<file path="src/sv/whp_pkg.sv">
// Shared types and constants of the WAV header parser.
package whp_pkg;

	// Field widths of the request and result channels
	localparam int unsigned BYTE_W   = 8;
	localparam int unsigned STATUS_W = 2;
	localparam int unsigned RATE_W   = 32;

	// Configuration register file
	localparam int unsigned APB_DATA_W = 32;
	localparam int unsigned APB_ADDR_W = 3;
	localparam logic        REG_MIN_RATE = 1'b0;
	localparam logic        REG_MAX_RATE = 1'b1;
	localparam logic [31:0] MIN_RATE_RST = 32'd8000;
	localparam logic [31:0] MAX_RATE_RST = 32'd48000;

	// Result status codes
	localparam logic [STATUS_W-1:0] ST_PARSING = 2'd0;
	localparam logic [STATUS_W-1:0] ST_DONE    = 2'd1;
	localparam logic [STATUS_W-1:0] ST_ERROR   = 2'd2;

	// Rate limits handed from the register file to the parser
	typedef struct packed {
		logic [RATE_W-1:0] min_rate;
		logic [RATE_W-1:0] max_rate;
	} cfg_t;

endpackage

</file>
<file path="src/sv/whp_in_if.sv">
// Byte request channel: one file byte with its framing flags.
interface whp_in_if;
	logic                         valid;
	logic                         ready;
	logic [whp_pkg::BYTE_W-1:0]   data_byte;
	logic                         first_byte;
	logic                         end_of_stream;

	modport source (output valid, output data_byte, output first_byte,
		output end_of_stream, input ready);
	modport sink (input valid, input data_byte, input first_byte,
		input end_of_stream, output ready);
endinterface

</file>
<file path="src/sv/whp_out_if.sv">
// Result channel: parse status, sample rate and channel mode.
interface whp_out_if;
	logic                         valid;
	logic                         ready;
	logic [whp_pkg::STATUS_W-1:0] status;
	logic [whp_pkg::RATE_W-1:0]   rate_hz;
	logic                         stereo;

	modport source (output valid, output status, output rate_hz,
		output stereo, input ready);
	modport sink (input valid, input status, input rate_hz,
		input stereo, output ready);
endinterface

</file>
<file path="src/sv/whp_cfg_regs.sv">
// APB register file holding the accepted sample rate limits.
module whp_cfg_regs (
	input  logic                               clk,
	input  logic                               arst_n,
	input  logic                               psel,
	input  logic                               penable,
	input  logic                               pwrite,
	input  logic [whp_pkg::APB_ADDR_W-1:0]     paddr,
	input  logic [whp_pkg::APB_DATA_W-1:0]     pwdata,
	output logic [whp_pkg::APB_DATA_W-1:0]     prdata,
	output logic                               pready,
	output whp_pkg::cfg_t                      cfg
);

	logic [whp_pkg::RATE_W-1:0] min_rate_q;
	logic [whp_pkg::RATE_W-1:0] max_rate_q;
	logic                       wr_en;
	logic                       reg_sel;

	// Registers are word spaced; bit 2 picks the register
	assign reg_sel = paddr[2];
	assign wr_en   = psel & penable & pwrite;
	assign pready  = 1'b1;

	always_ff @(posedge clk or negedge arst_n) begin
		if (!arst_n) begin
			min_rate_q <= whp_pkg::MIN_RATE_RST;
			max_rate_q <= whp_pkg::MAX_RATE_RST;
		end else if (wr_en) begin
			if (reg_sel == whp_pkg::REG_MIN_RATE) begin
				min_rate_q <= pwdata;
			end else begin
				max_rate_q <= pwdata;
			end
		end
	end

	// Read back
	assign prdata = (reg_sel == whp_pkg::REG_MIN_RATE) ? min_rate_q : max_rate_q;

	assign cfg.min_rate = min_rate_q;
	assign cfg.max_rate = max_rate_q;

endmodule

</file>
<file path="src/sv/whp_parser.sv">
// Byte-wise RIFF/WAVE parse engine: input register, state update, result register.
module whp_parser (
	input  logic          clk,
	input  logic          arst_n,
	input  whp_pkg::cfg_t cfg,
	whp_in_if.sink        stream,
	whp_out_if.source     result
);

	typedef enum logic [5:0] {
		PH_RIFF = 6'b000001,
		PH_HDR  = 6'b000010,
		PH_FMT  = 6'b000100,
		PH_SKIP = 6'b001000,
		PH_DONE = 6'b010000,
		PH_ERR  = 6'b100000
	} phase_t;

	localparam logic [31:0] TAG_FMT   = 32'h2074_6D66;
	localparam logic [31:0] TAG_DATA  = 32'h6174_6164;
	localparam logic [31:0] FMT_LEN   = 32'd16;
	localparam logic [15:0] FMT_PCM   = 16'd1;
	localparam logic [15:0] BITS_16   = 16'd16;
	localparam logic [15:0] CH_MONO   = 16'd1;
	localparam logic [15:0] CH_STEREO = 16'd2;
	localparam logic [3:0]  RIFF_LAST = 4'd11;
	localparam logic [3:0]  FMT_LAST  = 4'd15;
	localparam logic [2:0]  HDR_LAST  = 3'd7;

	// Expected container header byte at a given offset
	function automatic logic [7:0] riff_want(input logic [3:0] pos);
		logic [7:0] ch;
		case (pos)
			4'd0:    ch = 8'h52; // R
			4'd1:    ch = 8'h49; // I
			4'd2:    ch = 8'h46; // F
			4'd3:    ch = 8'h46; // F
			4'd8:    ch = 8'h57; // W
			4'd9:    ch = 8'h41; // A
			4'd10:   ch = 8'h56; // V
			4'd11:   ch = 8'h45; // E
			default: ch = 8'h00;
		endcase
		return ch;
	endfunction

	// Input register
	logic                       valid_s1;
	logic [whp_pkg::BYTE_W-1:0] data_byte_s1;
	logic                       first_byte_s1;
	logic                       eos_s1;

	// Parse state
	phase_t      phase_q;
	logic [3:0]  pos_q;
	logic [31:0] tag_q;
	logic [31:0] len_q;
	logic [31:0] skip_q;
	logic [15:0] fmt_q;
	logic [15:0] chan_q;
	logic [31:0] rate_q;
	logic [15:0] bits_q;
	logic        seen_q;
	logic        stereo_q;

	// Result register
	logic                         out_valid_q;
	logic [whp_pkg::STATUS_W-1:0] status_q;
	logic [whp_pkg::RATE_W-1:0]   out_rate_q;
	logic                         out_stereo_q;

	// Current (after restart) and next state
	phase_t      cur_phase, nxt_phase;
	logic [3:0]  cur_pos, nxt_pos;
	logic [31:0] cur_tag, nxt_tag;
	logic [31:0] cur_len, nxt_len;
	logic [31:0] cur_skip, nxt_skip;
	logic [15:0] cur_fmt, nxt_fmt;
	logic [15:0] cur_chan, nxt_chan;
	logic [31:0] cur_rate, nxt_rate;
	logic [15:0] cur_bits, nxt_bits;
	logic        cur_seen, nxt_seen;
	logic        cur_stereo, nxt_stereo;
	logic [2:0]  hdr_pos;
	logic [31:0] skip_dec;
	logic        fmt_ok;
	logic [whp_pkg::STATUS_W-1:0] nxt_status;

	logic adv;
	logic in_fire;
	logic s1_fire;

	// Handshake: the result register frees the input register
	assign adv          = !out_valid_q || result.ready;
	assign stream.ready = !valid_s1 || adv;
	assign in_fire      = stream.valid && stream.ready;
	assign s1_fire      = valid_s1 && adv;

	always_ff @(posedge clk or negedge arst_n) begin
		if (!arst_n) begin
			valid_s1 <= 1'b0;
		end else if (in_fire) begin
			valid_s1 <= 1'b1;
		end else if (adv) begin
			valid_s1 <= 1'b0;
		end
	end

	always_ff @(posedge clk) begin
		if (in_fire) begin
			data_byte_s1  <= stream.data_byte;
			first_byte_s1 <= stream.first_byte;
			eos_s1        <= stream.end_of_stream;
		end
	end

	// Per-byte state update
	always_comb begin
		cur_phase  = first_byte_s1 ? PH_RIFF : phase_q;
		cur_pos    = first_byte_s1 ? 4'd0    : pos_q;
		cur_tag    = first_byte_s1 ? 32'd0   : tag_q;
		cur_len    = first_byte_s1 ? 32'd0   : len_q;
		cur_skip   = first_byte_s1 ? 32'd0   : skip_q;
		cur_fmt    = first_byte_s1 ? 16'd0   : fmt_q;
		cur_chan   = first_byte_s1 ? 16'd0   : chan_q;
		cur_rate   = first_byte_s1 ? 32'd0   : rate_q;
		cur_bits   = first_byte_s1 ? 16'd0   : bits_q;
		cur_seen   = first_byte_s1 ? 1'b0    : seen_q;
		cur_stereo = first_byte_s1 ? 1'b0    : stereo_q;

		nxt_phase  = cur_phase;
		nxt_pos    = cur_pos;
		nxt_tag    = cur_tag;
		nxt_len    = cur_len;
		nxt_skip   = cur_skip;
		nxt_fmt    = cur_fmt;
		nxt_chan   = cur_chan;
		nxt_rate   = cur_rate;
		nxt_bits   = cur_bits;
		nxt_seen   = cur_seen;
		nxt_stereo = cur_stereo;

		hdr_pos  = cur_pos[2:0];
		skip_dec = cur_skip - 32'd1;
		fmt_ok   = 1'b0;

		if (cur_phase != PH_DONE && cur_phase != PH_ERR) begin
			if (eos_s1) begin
				nxt_phase = PH_ERR;
			end else begin
				case (cur_phase)
					PH_RIFF: begin
						// Size bytes at offsets four to seven are not checked
						if ((cur_pos inside {[4'd0:4'd3], [4'd8:4'd11]}) &&
							data_byte_s1 != riff_want(cur_pos)) begin
							nxt_phase = PH_ERR;
						end else if (cur_pos >= RIFF_LAST) begin
							nxt_phase = PH_HDR;
							nxt_pos   = 4'd0;
						end else begin
							nxt_pos = cur_pos + 4'd1;
						end
					end
					PH_HDR: begin
						// Tag then little-endian length; lanes above the first are
						// already clear
						case (hdr_pos)
							3'd0:    nxt_tag = {24'd0, data_byte_s1};
							3'd1:    nxt_tag[15:8] = data_byte_s1;
							3'd2:    nxt_tag[23:16] = data_byte_s1;
							3'd3:    nxt_tag[31:24] = data_byte_s1;
							3'd4:    nxt_len = {24'd0, data_byte_s1};
							3'd5:    nxt_len[15:8] = data_byte_s1;
							3'd6:    nxt_len[23:16] = data_byte_s1;
							default: nxt_len[31:24] = data_byte_s1;
						endcase
						if (hdr_pos == HDR_LAST) begin
							nxt_pos = 4'd0;
							if (nxt_tag == TAG_FMT) begin
								nxt_phase = (nxt_len < FMT_LEN) ? PH_ERR : PH_FMT;
							end else if (nxt_tag == TAG_DATA) begin
								nxt_phase = cur_seen ? PH_DONE : PH_ERR;
							end else if (nxt_len == 32'd0) begin
								nxt_phase = PH_HDR;
							end else begin
								nxt_skip  = nxt_len;
								nxt_phase = PH_SKIP;
							end
						end else begin
							nxt_pos = {1'b0, hdr_pos} + 4'd1;
						end
					end
					PH_FMT: begin
						case (cur_pos)
							4'd0:    nxt_fmt = {8'd0, data_byte_s1};
							4'd1:    nxt_fmt[15:8] = data_byte_s1;
							4'd2:    nxt_chan = {8'd0, data_byte_s1};
							4'd3:    nxt_chan[15:8] = data_byte_s1;
							4'd4:    nxt_rate = {24'd0, data_byte_s1};
							4'd5:    nxt_rate[15:8] = data_byte_s1;
							4'd6:    nxt_rate[23:16] = data_byte_s1;
							4'd7:    nxt_rate[31:24] = data_byte_s1;
							4'd14:   nxt_bits = {8'd0, data_byte_s1};
							4'd15:   nxt_bits[15:8] = data_byte_s1;
							default: nxt_fmt = cur_fmt;
						endcase
						if (cur_pos != FMT_LAST) begin
							nxt_pos = cur_pos + 4'd1;
						end else begin
							// Format check on the last fixed fmt byte
							nxt_pos = 4'd0;
							fmt_ok = nxt_fmt == FMT_PCM && nxt_bits == BITS_16 &&
								(nxt_chan == CH_MONO || nxt_chan == CH_STEREO) &&
								nxt_rate >= cfg.min_rate && nxt_rate <= cfg.max_rate;
							if (!fmt_ok) begin
								nxt_phase = PH_ERR;
							end else begin
								nxt_stereo = (nxt_chan == CH_STEREO);
								nxt_seen   = 1'b1;
								nxt_skip   = cur_len - FMT_LEN;
								nxt_phase  = (cur_len != FMT_LEN) ? PH_SKIP : PH_HDR;
							end
						end
					end
					PH_SKIP: begin
						nxt_skip = skip_dec;
						if (skip_dec == 32'd0) begin
							nxt_phase = PH_HDR;
							nxt_pos   = 4'd0;
						end
					end
					default: nxt_phase = PH_ERR;
				endcase
			end
		end

		case (nxt_phase)
			PH_DONE: nxt_status = whp_pkg::ST_DONE;
			PH_ERR:  nxt_status = whp_pkg::ST_ERROR;
			default: nxt_status = whp_pkg::ST_PARSING;
		endcase
	end

	// Parse state registers
	always_ff @(posedge clk or negedge arst_n) begin
		if (!arst_n) begin
			phase_q  <= PH_RIFF;
			pos_q    <= 4'd0;
			tag_q    <= 32'd0;
			len_q    <= 32'd0;
			skip_q   <= 32'd0;
			fmt_q    <= 16'd0;
			chan_q   <= 16'd0;
			rate_q   <= 32'd0;
			bits_q   <= 16'd0;
			seen_q   <= 1'b0;
			stereo_q <= 1'b0;
		end else if (s1_fire) begin
			phase_q  <= nxt_phase;
			pos_q    <= nxt_pos;
			tag_q    <= nxt_tag;
			len_q    <= nxt_len;
			skip_q   <= nxt_skip;
			fmt_q    <= nxt_fmt;
			chan_q   <= nxt_chan;
			rate_q   <= nxt_rate;
			bits_q   <= nxt_bits;
			seen_q   <= nxt_seen;
			stereo_q <= nxt_stereo;
		end
	end

	// Result register
	always_ff @(posedge clk or negedge arst_n) begin
		if (!arst_n) begin
			out_valid_q <= 1'b0;
		end else if (s1_fire) begin
			out_valid_q <= 1'b1;
		end else if (result.ready) begin
			out_valid_q <= 1'b0;
		end
	end

	always_ff @(posedge clk) begin
		if (s1_fire) begin
			status_q     <= nxt_status;
			out_rate_q   <= (nxt_status == whp_pkg::ST_DONE) ? nxt_rate : 32'd0;
			out_stereo_q <= (nxt_status == whp_pkg::ST_DONE) && nxt_stereo;
		end
	end

	assign result.valid   = out_valid_q;
	assign result.status  = status_q;
	assign result.rate_hz = out_rate_q;
	assign result.stereo  = out_stereo_q;

	// Success is only reachable after an accepted fmt chunk
	a_done_needs_fmt: assert property (@(posedge clk) disable iff (!arst_n)
		phase_q == PH_DONE |-> seen_q)
		else $error("done phase without accepted fmt chunk");

	// A finished parse holds until a restart
	a_done_sticky: assert property (@(posedge clk) disable iff (!arst_n)
		s1_fire && !first_byte_s1 && (phase_q == PH_DONE || phase_q == PH_ERR)
		|=> $stable(phase_q))
		else $error("finished parse left without restart");

	// Rate and stereo only reported on success
	a_fields_gated: assert property (@(posedge clk) disable iff (!arst_n)
		out_valid_q && status_q != whp_pkg::ST_DONE |-> out_rate_q == 32'd0 && !out_stereo_q)
		else $error("format fields reported without success");

	// Chunk header offset stays inside the eight header bytes
	a_hdr_pos: assert property (@(posedge clk) disable iff (!arst_n)
		phase_q == PH_HDR |-> pos_q < 4'd8)
		else $error("chunk header offset out of range");

	// A skip never sits at a zero count
	a_skip_nonzero: assert property (@(posedge clk) disable iff (!arst_n)
		phase_q == PH_SKIP |-> skip_q != 32'd0)
		else $error("skip phase with zero count");

endmodule

</file>
<file path="src/sv/wav_header_parser.sv">
// Top level of the WAV header parser: APB registers and byte parse engine.
// Takes one byte of a WAV file per clock on the stream channel while stream.ready is high,
// returns one result per byte on the result channel: an input register takes the byte, then
// the parse update goes into a result register. A byte can be taken in every cycle;
// stream.ready drops only while the result register holds a result that has not been taken
// and the input register is full. Status 0 means parsing, 1 means a data chunk was reached
// after an accepted PCM 16-bit mono or stereo fmt chunk (rate_hz and stereo are then valid),
// 2 means error; a final status holds until a byte with first_byte set restarts the parse.
// Rate limits sit at APB address 0 (min, reset 8000) and 4 (max, reset 48000); the user must
// write them only while the block is idle, which the block itself does not enforce.
module wav_header_parser (
	input  logic                           clk,
	input  logic                           arst_n,
	input  logic                           psel,
	input  logic                           penable,
	input  logic                           pwrite,
	input  logic [whp_pkg::APB_ADDR_W-1:0] paddr,
	input  logic [whp_pkg::APB_DATA_W-1:0] pwdata,
	output logic [whp_pkg::APB_DATA_W-1:0] prdata,
	output logic                           pready,
	whp_in_if.sink                         stream,
	whp_out_if.source                      result
);

	whp_pkg::cfg_t cfg;

	whp_cfg_regs u_cfg_regs (
		.clk     (clk),
		.arst_n  (arst_n),
		.psel    (psel),
		.penable (penable),
		.pwrite  (pwrite),
		.paddr   (paddr),
		.pwdata  (pwdata),
		.prdata  (prdata),
		.pready  (pready),
		.cfg     (cfg)
	);

	whp_parser u_parser (
		.clk    (clk),
		.arst_n (arst_n),
		.cfg    (cfg),
		.stream (stream),
		.result (result)
	);

endmodule
</file>
<file path="src/flat_wrapper.sv">
// flat-port wrapper written by rule: the top's interface ports become plain ports
module wav_header_parser_flat 
  (clk, arst_n, psel, penable, pwrite, paddr, pwdata, prdata, pready, stream_valid, stream_data_byte, stream_first_byte, stream_end_of_stream, stream_ready, result_valid, result_status, result_rate_hz, result_stereo, result_ready);
  whp_in_if stream_i ();
  whp_out_if result_i ();
  input  logic clk;
  input  logic arst_n;
  input  logic psel;
  input  logic penable;
  input  logic pwrite;
  input  logic [whp_pkg::APB_ADDR_W-1:0] paddr;
  input  logic [whp_pkg::APB_DATA_W-1:0] pwdata;
  output logic [whp_pkg::APB_DATA_W-1:0] prdata;
  output logic pready;
  input wire logic [$bits(stream_i.valid)-1:0] stream_valid;
  input wire logic [$bits(stream_i.data_byte)-1:0] stream_data_byte;
  input wire logic [$bits(stream_i.first_byte)-1:0] stream_first_byte;
  input wire logic [$bits(stream_i.end_of_stream)-1:0] stream_end_of_stream;
  output wire logic [$bits(stream_i.ready)-1:0] stream_ready;
  output wire logic [$bits(result_i.valid)-1:0] result_valid;
  output wire logic [$bits(result_i.status)-1:0] result_status;
  output wire logic [$bits(result_i.rate_hz)-1:0] result_rate_hz;
  output wire logic [$bits(result_i.stereo)-1:0] result_stereo;
  input wire logic [$bits(result_i.ready)-1:0] result_ready;
  assign stream_i.valid = stream_valid;
  assign stream_i.data_byte = stream_data_byte;
  assign stream_i.first_byte = stream_first_byte;
  assign stream_i.end_of_stream = stream_end_of_stream;
  assign stream_ready = stream_i.ready;
  assign result_valid = result_i.valid;
  assign result_status = result_i.status;
  assign result_rate_hz = result_i.rate_hz;
  assign result_stereo = result_i.stereo;
  assign result_i.ready = result_ready;
  wav_header_parser u_core (.clk(clk), .arst_n(arst_n), .psel(psel), .penable(penable), .pwrite(pwrite), .paddr(paddr), .pwdata(pwdata), .prdata(prdata), .pready(pready), .stream(stream_i), .result(result_i));
endmodule
</file>
<file path="config.mk">
export PLATFORM = sky130hd
export DESIGN_NAME = wav_header_parser_flat
export DESIGN_NICKNAME = d
export VERILOG_FILES = /design/src/sv/whp_pkg.sv /design/src/sv/whp_in_if.sv /design/src/sv/whp_out_if.sv /design/src/sv/whp_cfg_regs.sv /design/src/sv/whp_parser.sv /design/src/sv/wav_header_parser.sv /design/src/flat_wrapper.sv
export SDC_FILE = /design/constraint.sdc
export NUM_CORES = 1
export LEC_CHECK = 0
export ABC_AREA = 1
export ABC_CLOCK_PERIOD_IN_PS = 3560
export BUFFER_PORTS_ARGS = -buffer_cell sky130_fd_sc_hd__buf_2
export CORE_ASPECT_RATIO = 0.6
export CORE_MARGIN = 3
export CORE_UTILIZATION = 50
export DETAILED_ROUTE_END_ITERATION = 6
export PLACE_DENSITY = 0.7
export REMOVE_ABC_BUFFERS = 1
export SLEW_MARGIN = 20
export SYNTH_ARGS = -nofsm -noshare
export SYNTH_HDL_FRONTEND = slang
export SYNTH_SLANG_ARGS = --single-unit
</file>
<file path="constraint.sdc">
create_clock -name clk -period 3.56 [get_ports clk]
set_clock_uncertainty 0.1 [all_clocks]
set_input_delay 0.356 -clock clk [delete_from_list [all_inputs] [get_ports clk]]
set_output_delay 0.356 -clock clk [all_outputs]
set_load 0.005 [all_outputs]
</file>
-- Word level (Yosys, flattened, before mapping)
Memory sizes are Yosys's and may differ from the RTL's.
Cells that the tools add are included.
- register bits after elaboration: 299
- bits in read-only memories: 96
- input port bits: 52
- output and inout bits: 70
- memories kept: 1
- add/sub/neg operators: 4
- order comparisons: 8
- eq/ne operators: 34
- muxes and demuxes: 152
- bitwise gates (word level): 3
- reductions and logical operators: 26
- memories (memory ; words ; width ; rd ports ; clocked after memory_dff ; write ports ; RTL line ; text):
    (name not given) ; 16 ; 6 ; 1 ; 0 ; 0 ; whp_parser.sv:33 ; case (pos)
- operators with widths (kind ; count):
    $mux 32 ; 22
    $mux 8 ; 63
    $mux 16 ; 12
    $pmux 8 s2 ; 12
    $pmux 32 s3 ; 1
    $mux 6 ; 13
    $logic_not 32->1 ; 2
    $mux 4 ; 10
    $eq 16x1->1 const B ; 2
    $eq 32x30->1 const B ; 1
    $eq 32x31->1 const B ; 1
    $ge 32x32->1 ; 1
    $le 32x32->1 ; 1
    $lt 32x5->1 const B ; 1
    $ne 32x5->1 const B ; 1
    $sub 32x1->32 const B ; 1
    $sub 32x5->32 const B ; 1
    $pmux 6 s4 ; 1
    $eq 16x2->1 const B ; 1
    $eq 16x5->1 const B ; 1
    $eq 4x3->1 const B ; 4
    $mux 1 ; 16
    $pmux 4 s4 ; 1
    $eq 3x3->1 const B ; 4
    33 further kinds ; 54

-- Depth between registers and ports, before layout
Gate-level depths: netlist of the first run.
- word-level depth: 20
- mapped depth: 32
- mapped depth without buffers: 28

-- Modules after synthesis
A second synthesis of the first run with hierarchy kept.
- cells, all modules: 3365
- area total of the unflattened synthesis: 22142.5 sq um
- by module, submodules not included (module ; times used ; cells an instance ; area each (sq um)):
    whp_parser ; 1 ; 2979 ; 19119.6
    whp_cfg_regs ; 1 ; 386 ; 3022.9

-- Worst setup path before layout of the first run
OpenSTA, ideal clock, no wires.
- kind: reg2reg
- from: reg u_core.u_parser.first_byte_s1
- to: reg u_core.u_parser.skip_q[26]
- library setup time: 0.070 ns
- arrival: 3.711 ns
- required time: 3.390 ns
- setup slack: -0.321 ns
- stages on the path, launching flop included: 24
- buffers on the path: 7
- cell sequence: edfxtp_1 buf_6 inv_4 buf_6 buf_4 buf_2 buf_1 clkbuf_1 nand2_1 o22ai_1 ha_1 nand2_1 nor2_1 nand4_1 nor4_1 nand3_1 nand3_1 nand4_2 buf_2 o21ai_1 nand3_1 nand2_1 nand2_1 nand2_1
- longest elaborated chain between the ends: 16
- elaborated cells between the ends (all ways): 132
- ends and longest elaborated chain (element ; RTL line ; text):
    from (decl) ; whp_parser.sv:50 ; logic first_byte_s1;
    from (signal assigned) ; whp_parser.sv:112 ; first_byte_s1 <= stream.first_byte;
    branches (longest 15 deep; another with $ge 32x32->1) ; -- ;
    $mux 32 * ; whp_parser.sv:147 ; if (cur_phase != PH_DONE && cur_phase != PH_ERR) begin
    to (signal assigned) ; whp_parser.sv:263 ; skip_q <= nxt_skip;
    to (decl) ; whp_parser.sv:58 ; logic [31:0] skip_q;
Every way passes the cells marked *. The select of a mux whose other input is x is not followed.
A chain may end at the register's enable or synchronous reset.

-- Worst setup path in the final report of the first run
- from: reg u_core.u_parser.first_byte_s1
- to: reg u_core.u_parser.skip_q[17]
The elaborated chain is that of the path after synthesis.

==> impl_results.md, run 1 <==
- Status: complete, but fails checks
- Violated checks: negative setup slack
- Setup TNS: -12.61 ns
- Slew @ Worst Pin: about 0.91 ns
- Hold Crit Endpoint: u_core.u_cfg_regs.max_rate_q[21]$_DFFE_PN0P_
- Pint: between 8000 and 9000 uW
- Final Hold Viols: 0
- Mapped Area: 21500 sq um
- FF-to-FF Start: u_core.u_parser.first_byte_s1$_DFFE_PP_
- Area of the multi-input gates: 12500 sq um
- Sequential power share: 0.303
- Setup-failing EPs final: 39
- Via count of the first global-routing pass: around 24k
- Htree depth: 2
- Initial DRC count: 3216
- Reg area: 7720 sq um
- FF-to-FF setup slack: -0.43 ns
- Synth Instances: 3291
- Largest fanout on the critical path: 8
- Worst-path clk slew: 0.07 ns
- Leak pwr: around 0.015 uW
- M1 wire length: 38800 um
- # clock sinks: 299
- Congestion Overflow GR: 0
- Slowest-stage cell, CP: edfxtp_1
- Pwr/cell area: 504 nW/um^2
- Cts bufs inserted: 34
- Post-detail-place hpwl: 62000 um
- Sequential share of the synthesized area: 0.358
- Wirelength per Cell: about 20 um
- Pin count of the biggest net entering global routing: 162
- Post-Syn Area per Cell: 6.55 sq um
- Total Power: 14400 uW
- Sw frac: 0.412
- Synth Register Bits: 299
- Total wire length: roughly 87000 um
- Io pins: 122
- Fillers: 3665
- CP startpoint kind: flop
- Worst Hold Class: input port to flop
- F_max: 251 MHz
- Final-stage net count: 3921
- GRT Total Usage: 0.371
- Final min period: 3.99 ns
- Cell taking the most area after synthesis: dfrtp_1
- Via count: 25.3k
- Diode count: 0
- Kind of critical path: flop to flop
- Post-synth top area share: 0.279
- Clk_lat worst skew: approximately 0.55 ns
- First-pass GRT wire length: 134000 um
- Horiz. Die Dim: 274 um
- Tcrit/Tclk final: 1.12
- Area contributors post-synth: dfrtp_1 (28%), nand2_1 (15%), nor2_1 (8.2%), o21ai_0 (8.1%), inv_1 (6.5%)
- ANT nets after route: 0
- Die Ht: roughly 170 um
- TritonCTS clock tree: done
- Die area: 45700 sq um
- Worst Hold Launch: pwdata[21]
- Post-synth EDFFs: 45
- Relative slew margins: 0.394
- Share of cells above drive strength 1: 0.230
- Sw Pwr: just under 6000 uW
- Crit-path max cell delay: 0.49 ns
- Req. time, crit path: 3.87 ns
- Max IR drop VDD: 0.398 mV
- Distinct cells, synth: 53
- Worst Path Arrival: between 4 and 5 ns
- Starting Density: 0.510
- Capturing point of the worst reg2reg path: u_core.u_parser.skip_q[17]$_DFFE_PN0P_
- Max cap viols: 0
- Clk pwr share: 0.246
- Initial antenna violation count: 0
- DR pass1 iterations: 6
- Row Count: between 50 and 60
- Clock tree root buffer cell: clkbuf_16
- WL met3: approximately 12000 um
- Top layer reached by signal wires: met4
- Met2 wire len: 34600 um
- Worst setup EP type: flop
- Hold Path Cell Cnt: 3
- Port-buffer cells: 118
- Asr flop ratio synth: 0.849
- R2R depth: 25
- Warnings from Yosys: 0
- Clk buf depth: 3
- CORE AREA: 42200 sq um
- Synthesis-to-layout area growth: 32.3%
- Setup WS post-layout: -0.428 ns
- DR DRC count: 0
- Top_reg_cell synth: dfrtp_1
- Placer congestion estimate: 1.04
- Vias per Instance: roughly 5.7
- Logic pwr share: 0.451
- Slew Limit Fails: 0
- RSZ-0062 raised after global routing: true
[registers in the layout, summed over array words and instances, names as in the netlist, 2 cells and up]
register and cells:
u_core.u_cfg_regs.max_rate_q 32, u_core.u_cfg_regs.min_rate_q 32, u_core.u_parser.len_q 32, u_core.u_parser.rate_q 32, u_core.u_parser.result.rate_hz 32, u_core.u_parser.skip_q 32
u_core.u_parser.tag_q 32, u_core.u_parser.bits_q 16, u_core.u_parser.chan_q 16, u_core.u_parser.fmt_q 16, u_core.u_parser.data_byte_s1 8, u_core.u_parser.phase_q 6
u_core.u_parser.pos_q 4, u_core.u_parser.result.status 2
[logic make-up (layout without fill, tap and decap cells)]
group / count (synthesis) / after routing / synth area share
AO/OA/AOI/OAI: 647 / 647 / 0.160
XOR/XNOR: 29 / 29 / 0.0118
adder cells (fa/ha/maj): 70 / 70 / 0.0406
buffers and inverters: 557 / 1089 / 0.103
flip-flops: 299 / 299 / 0.358
multiplexers: 2 / 2 / 0.000929
other: 1 / 1 / 0.000174
AND/OR/NAND/NOR: 1686 / 1687 / 0.324
[cell usage after synthesis, drive strengths merged, types with 8 or more instances]
cell type / count
nor2: 489
nand2: 902
dfstp: 14
ha: 70
xor2: 26
buf: 55
edfxtp: 45
clkbuf: 105
a22oi: 8
or2: 13
a21oi: 124
o22ai: 85
o21ai: 398
a31oi: 11
nand3: 213
clkinv: 10
dfrtp: 240
inv: 387
nor3: 14
nand4: 38
[stage by stage]
step | setup WS, ns | std cells | hold slack [ns] | utilization | cell area, sq um
3_3_place_gp | -0.515 | 4265 | 0.271 | 0.610 | 25800
6_report | -0.428 | 4394 | 0.0102 | 0.675 | 28500
2_1_floorplan | -5.31 | 3131 | -0.0396 | - | 20800
3_5_place_dp | -0.664 | 4265 | 0.287 | 0.610 | 25800
4_1_cts | -0.258 | 4382 | 0.00656 | 0.661 | 27900
5_1_grt | -0.499 | 4394 | 0.0237 | 0.675 | 28500
[layout by cell type (no fill, tap or decap), drive strengths merged, types with 2 or more instances in the layout]
cell,Yosys,routed
dlygate4sd3,0,40
buf,55,589
xnor2,3,3
a22oi,8,8
a21oi,124,124
edfxtp,45,45
nor3,14,14
o211ai,3,3
o21ai,398,398
a211oi,2,2
mux2i,2,2
a21o,2,2
o22a,7,7
dfstp,14,14
nor2,489,489
and2,3,3
clkbuf,105,53
clkinv,10,16
a31oi,11,11
or2,13,13
nand3b,4,4
inv,387,388
nor4,7,7
o22ai,85,85
o21a,4,4
nand3,213,214
xor2,26,26
dfrtp,240,240
nand4,38,38
nand2,902,902
ha,70,70
[layout make-up]
cell class / instances / area share
inverters: 397 / 0.0532
flip-flops and latches: 299 / 0.271
well taps: 570 / 0.0250
clock buffers: 52 / 0.0340
clock inverters: 9 / 0.00334
repair buffers: 631 / 0.175
multi-input cells: 2436 / 0.439
[worst max-delay path by stage]
stage | start | endpoint | slack, ns | cells after the start
after floorplan | result_ready | u_core.u_parser.skip_q[12]$_DFFE_PN0P_ | -5.31 | 7
after global placement | u_core.u_parser.first_byte_s1$_DFFE_PP_ | u_core.u_parser.skip_q[4]$_DFFE_PN0P_ | -0.52 | 22
after detailed placement | u_core.u_parser.first_byte_s1$_DFFE_PP_ | u_core.u_parser.skip_q[1]$_DFFE_PN0P_ | -0.66 | 22
after CTS | u_core.u_parser.first_byte_s1$_DFFE_PP_ | u_core.u_parser.skip_q[31]$_DFFE_PN0P_ | -0.26 | 25
after global routing | u_core.u_parser.first_byte_s1$_DFFE_PP_ | u_core.u_parser.skip_q[8]$_DFFE_PN0P_ | -0.50 | 30
final | u_core.u_parser.first_byte_s1$_DFFE_PP_ | u_core.u_parser.skip_q[17]$_DFFE_PN0P_ | -0.43 | 25
[power groups by stage]
stage | clock network, uW | logic [uW] | registers (uW)
after floorplan | 0 | 3020 | 4350
after global placement | 0 | 5710 | 4350
after detailed placement | 0 | 5820 | 4380
after CTS | 3540 | 6060 | 4320
after global routing | 3710 | 7030 | 4390
final | 3540 | 6470 | 4340
[critical path, delay by kind of cell (launching register included)]
kind / cells / cell delay (ns)
AO/OA/AOI/OAI: 2 / 0.12
adder cells (fa/ha/maj): 1 / 0.26
buffers and inverters: 7 / 1.02
flip-flops: 1 / 0.49
AND/OR/NAND/NOR: 15 / 1.85
[layer usage]
layer,global-route usage,vias up
li1,-,11700
met1,0.583,11900
met2,0.514,1503
met3,0.0913,156
met4,0.0655,0
met5,0,-
[repair_timing]
| item | CTS | global route |
|---|---|---|
| endpoints found under the setup margin | 76 | 76 |
| buffers inserted | 16 | 11 |
| hold endpoints to repair | 127 | 0 |
| gates cloned | 2 | 1 |
| resized for setup | 110 | 126 |
| hold buffers | 40 | 0 |
| pin swaps | 45 | 44 |
Power figures use the tool's default switching activity.
==> run 2, diff against run 1 <==
Settings changed: SYNTH_HIERARCHICAL set to 1.
==> run 2 against run 1 <==
Against the previous run: the flow still finishes with violations (negative setup slack); wire length rose by 1.7%; sequential share of layout area shrank 0.49 points; sequential power shrank 5.5%; utilization is 0.83 points lower; flip-flop and latch count is the same; area after synthesis increased by 2.8%; largest power group unchanged; setup slack improved by 0.25 ns; first-iteration DRC count grew 7.0%; register-to-register slack better by 0.25 ns; critical path type unchanged; clock power grew 8.8%; non-clock buffer count decreased by 41; hold slack improved by 0.057 ns.
==> impl_results.md, run 2 <==
- Synthesis-to-layout area growth: 31.1% (was 32.3%)
- Post-synth top area share: 0.271 (was 0.279)
- Worst setup EP type: flop (unchanged)
- Max IR drop VDD: 0.406 mV (was 0.398 mV)
- Port-buffer cells: 118 (unchanged)
- Total Power: 13500 uW (was 14400 uW)
- Row Count: 59 (was 58)
- Via count of the first global-routing pass: 23.5k (was 23.7k)
- Cell taking the most area after synthesis: dfrtp_1 (unchanged)
- Worst-path clk slew: 0.06 ns (was 0.07 ns)
- Clk buf depth: 3 (unchanged)
- Relative slew margins: 0.368 (was 0.394)
- Pwr/cell area: 465 nW/um^2 (was 504 nW/um^2)
- Setup WS post-layout: -0.175 ns (was -0.428 ns)
- Total wire length: 88200 um (was 86700 um)
- Starting Density: 0.508 (was 0.510)
- Cts bufs inserted: 34 (unchanged)
- Kind of critical path: flop to flop (unchanged)
- Placer congestion estimate: 1.02 (was 1.04)
- # placed instances: 4298 (was 4265)
- Top-count cell post-synth: nand2_1 (unchanged)
- DR pass1 iterations: 7 (was 6)
- Share of cells above drive strength 1: 0.227 (was 0.230)
- Initial DRC count: 3442 (was 3216)
- Finished Layout Cells: 4428 (was 4394)
- GRT Total Usage: 0.359 (was 0.371)
- Worst Hold Class: input port to flop (unchanged)
- Pin count of the biggest net entering global routing: 139 (was 162)
- Clock tree root buffer cell: clkbuf_16 (unchanged)
- First-pass GRT wire length: 133000 um (was 134000 um)
- Final-stage net count: 3946 (was 3921)
- Req. time, crit path: 3.86 ns (was 3.87 ns)
- Top cell family by delay on the critical path: compound AO/OA/AOI/OAI gates (was simple AND/OR/NAND/NOR gates)
- Critical path buffers and inverters: 4 (was 7)
- Crit-path max cell delay: 0.46 ns (was 0.49 ns)
- Asr flop ratio synth: 0.849 (unchanged)
- Final min period: 3.73 ns (was 3.99 ns)
- Horiz. Die Dim: 278 um (was 274 um)
- Io pins: 122 (unchanged)
- Setup-failing EPs final: 37 (was 39)
- # clock sinks: 299 (unchanged)
- Congestion Overflow GR: 0 (unchanged)
- DR DRC count: 0 (unchanged)
- Worst Path Arrival: 4.04 ns (was 4.30 ns)
- Max cap viols: 0 (unchanged)
- Via count: 25.6k (was 25.3k)
- RSZ-0062 raised after global routing: true (unchanged)
- Slew Limit Fails: 0 (unchanged)
- Most common cell after layout, fill and taps aside: nand2_1 (unchanged)
- Htree depth: 2 (unchanged)
- Clk_lat worst skew: 0.54 ns (was 0.55 ns)
- Post-synth EDFFs: 45 (unchanged)
- ANT nets after route: 0 (unchanged)
- Synth Register Bits: 299 (unchanged)
- Largest fanout on the critical path: 9 (was 8)
- Most common library cells after synthesis: nand2_1 (1036), nor2_1 (454), inv_1 (306) (was nand2_1 (889), nor2_1 (471), inv_1 (375))
- Slew @ Worst Pin: 0.947 ns (was 0.909 ns)
- Post-detail-place hpwl: 61900 um (was 62000 um)
- Final Hold Viols: 0 (unchanged)
- F_max: 268 MHz (was 251 MHz)
- Worst path cell trace: clkinv_4, nand2_8, nor2_4, nand2_4, buf_12, o22ai_4, ha_1, a21oi_1, o21ai_2, nand2_1, o211ai_1, a21oi_2, nand3_4, buf_8, nand3_4, buf_6, nor2_2, nor2_1, nand2_1, nand2_1, o21ai_1
- Violated checks: negative setup slack (unchanged)
- Core Util, Final: 0.667 (was 0.675)
- Diode count: 0 (unchanged)
- Most frequent CP cell: nand2_1
- Wirelength per Cell: 19.9 um (was 19.7 um)
- Tcrit/Tclk final: 1.05 (was 1.12)
- Die area: 46900 sq um (was 45700 sq um)
- Most frequent cells in the layout: nand2_1 (1012), nor2_1 (422), buf_4 (383) (was nand2_1 (840), nor2_1 (442), buf_4 (428))
- Post-Syn Area per Cell: 6.58 sq um (was 6.55 sq um)
- CORE AREA: 43600 sq um (was 42200 sq um)
- Warnings from Yosys: 6 (was 0)
- Leak pwr: 0.0145 uW (about the same)
- Mapped Area: 22100 sq um (was 21500 sq um)
- Vias per Instance: 5.78 (was 5.75)
- Slowest-stage cell, CP: edfxtp_1 (unchanged)
- Initial antenna violation count: 1 (was 0)
- Synth Instances: 3365 (was 3291)
- Pre-CTS setup slack: -0.418 ns (was -0.664 ns)
- Area contributors post-synth: dfrtp_1 (27%), nand2_1 (18%), nor2_1 (7.7%), edfxtp_1 (6.1%), nand3_1 (5.4%) (was dfrtp_1 (28%), nand2_1 (15%), nor2_1 (8.2%), o21ai_0 (8.1%), inv_1 (6.5%))
- Status: complete, but fails checks (unchanged)
- Sequential share of the synthesized area: 0.349 (was 0.358)
- Distinct cells, synth: 59 (was 53)
- Die Ht: 169 um (was 167 um)
- TritonCTS clock tree: done (unchanged)
- Top_reg_cell synth: dfrtp_1 (unchanged)
- CP startpoint kind: flop (unchanged)
## run 2: changes by cell type after synthesis, sizes merged, moves of 14 or more
| cell | before | now |
|---|---|---|
| a21oi | 124 | 189 |
| buf | 55 | 87 |
| clkbuf | 105 | 81 |
| inv | 387 | 331 |
| nand2 | 902 | 1064 |
| nand3 | 213 | 247 |
| o21ai | 398 | 254 |
| o22ai | 85 | 70 |
| xor2 | 26 | 40 |
## run 2: final cells by class
cell class,instances,area (sq um)
Clock buffer,51,1010
Fill cell,3713,14500
Sequential cell,299,7730
Multi-Input combinational cell,2557,13400
Clock inverter,10,184
Inverter,342,1300
Tap cell,579,724
Timing Repair Buffer,590,4710
## run 2: final timing paths
path,start,endpoint,slack [ns],cells past startpoint
setup / recovery,u_core/u_parser/first_byte_s1$_DFFE_PP_,u_core/u_parser/skip_q[23]$_DFFE_PN0P_,-0.17,21
hold / removal,result_ready,u_core/u_parser/valid_s1$_DFFE_PN0P_,0.07,4
setup reg to reg,u_core/u_parser/first_byte_s1$_DFFE_PP_,u_core/u_parser/skip_q[23]$_DFFE_PN0P_,-0.17,21
hold reg to reg,u_core/u_cfg_regs/max_rate_q[15]$_DFFE_PN1P_,u_core/u_cfg_regs/max_rate_q[15]$_DFFE_PN1P_,0.37,2
max in group asynchronous,arst_n,u_core/u_parser/chan_q[7]$_DFFE_PN0P_,2.31,3
min in group asynchronous,arst_n,u_core/u_cfg_regs/min_rate_q[27]$_DFFE_PN0P_,0.23,2
## run 2: worst register-to-register path: stages, from the launching register on
cell,delay [ns]
edfxtp_1,0.46
clkinv_4,0.12
nand2_8,0.07
nor2_4,0.20
nand2_4,0.11
buf_12,0.17
o22ai_4,0.17
ha_1,0.28
a21oi_1,0.23
o21ai_2,0.11
nand2_1,0.07
o211ai_1,0.28
a21oi_2,0.29
nand3_4,0.15
buf_8,0.19
nand3_4,0.13
buf_6,0.15
nor2_2,0.03
nor2_1,0.12
nand2_1,0.07
nand2_1,0.05
o21ai_1,0.06
## run 2: timing repair
item                                   CTS  global route
buffers inserted                         7            16
setup endpoints to repair               43            76
hold buffers                            44             0
endpoints found under the hold margin  119             0
gates resized for setup                 86           176
pin swaps                               16            51
cloned                                   1             3
## run 2: per-layer routing
metal | routed length (um) | global-route usage
met1 | 38000 | 0.550
met4 | 1400 | 0.0658
met5 | 0 | 0
met2 | 34800 | 0.484
met3 | 14000 | 0.128
## run 2: power breakdown
part | internal, uW | switching, uW
clock | 2320 | 1530
combinational | 2070 | 3470
sequential | 3840 | 261
## run 2: logic make-up (layout without fill, tap and decap cells)
| family | count (synthesis) | count (layout) | synth area share |
|---|---|---|---|
| xor gates and xnor gates | 43 | 43 | 0.0170 |
| AOI/OAI and AO/OA | 558 | 558 | 0.138 |
| and+or+nand+nor | 1884 | 1885 | 0.358 |
| DFF | 299 | 299 | 0.349 |
| other | 1 | 1 | 0.000169 |
| adders and majority gates | 70 | 70 | 0.0396 |
| buffers and inverters | 510 | 993 | 0.0988 |
## run 2: per-stage QoR
step,instance area (sq um),TNS (ns),hold WS [ns]
2_1_floorplan,21200,-1138.44,-0.0396
3_3_place_gp,25900,-6.87,0.192
3_5_place_dp,25900,-12.53,0.197
4_1_cts,28000,-0.0416,0.0507
5_1_grt,29000,-8.67,0.101
6_report,29000,-3.11,0.0673
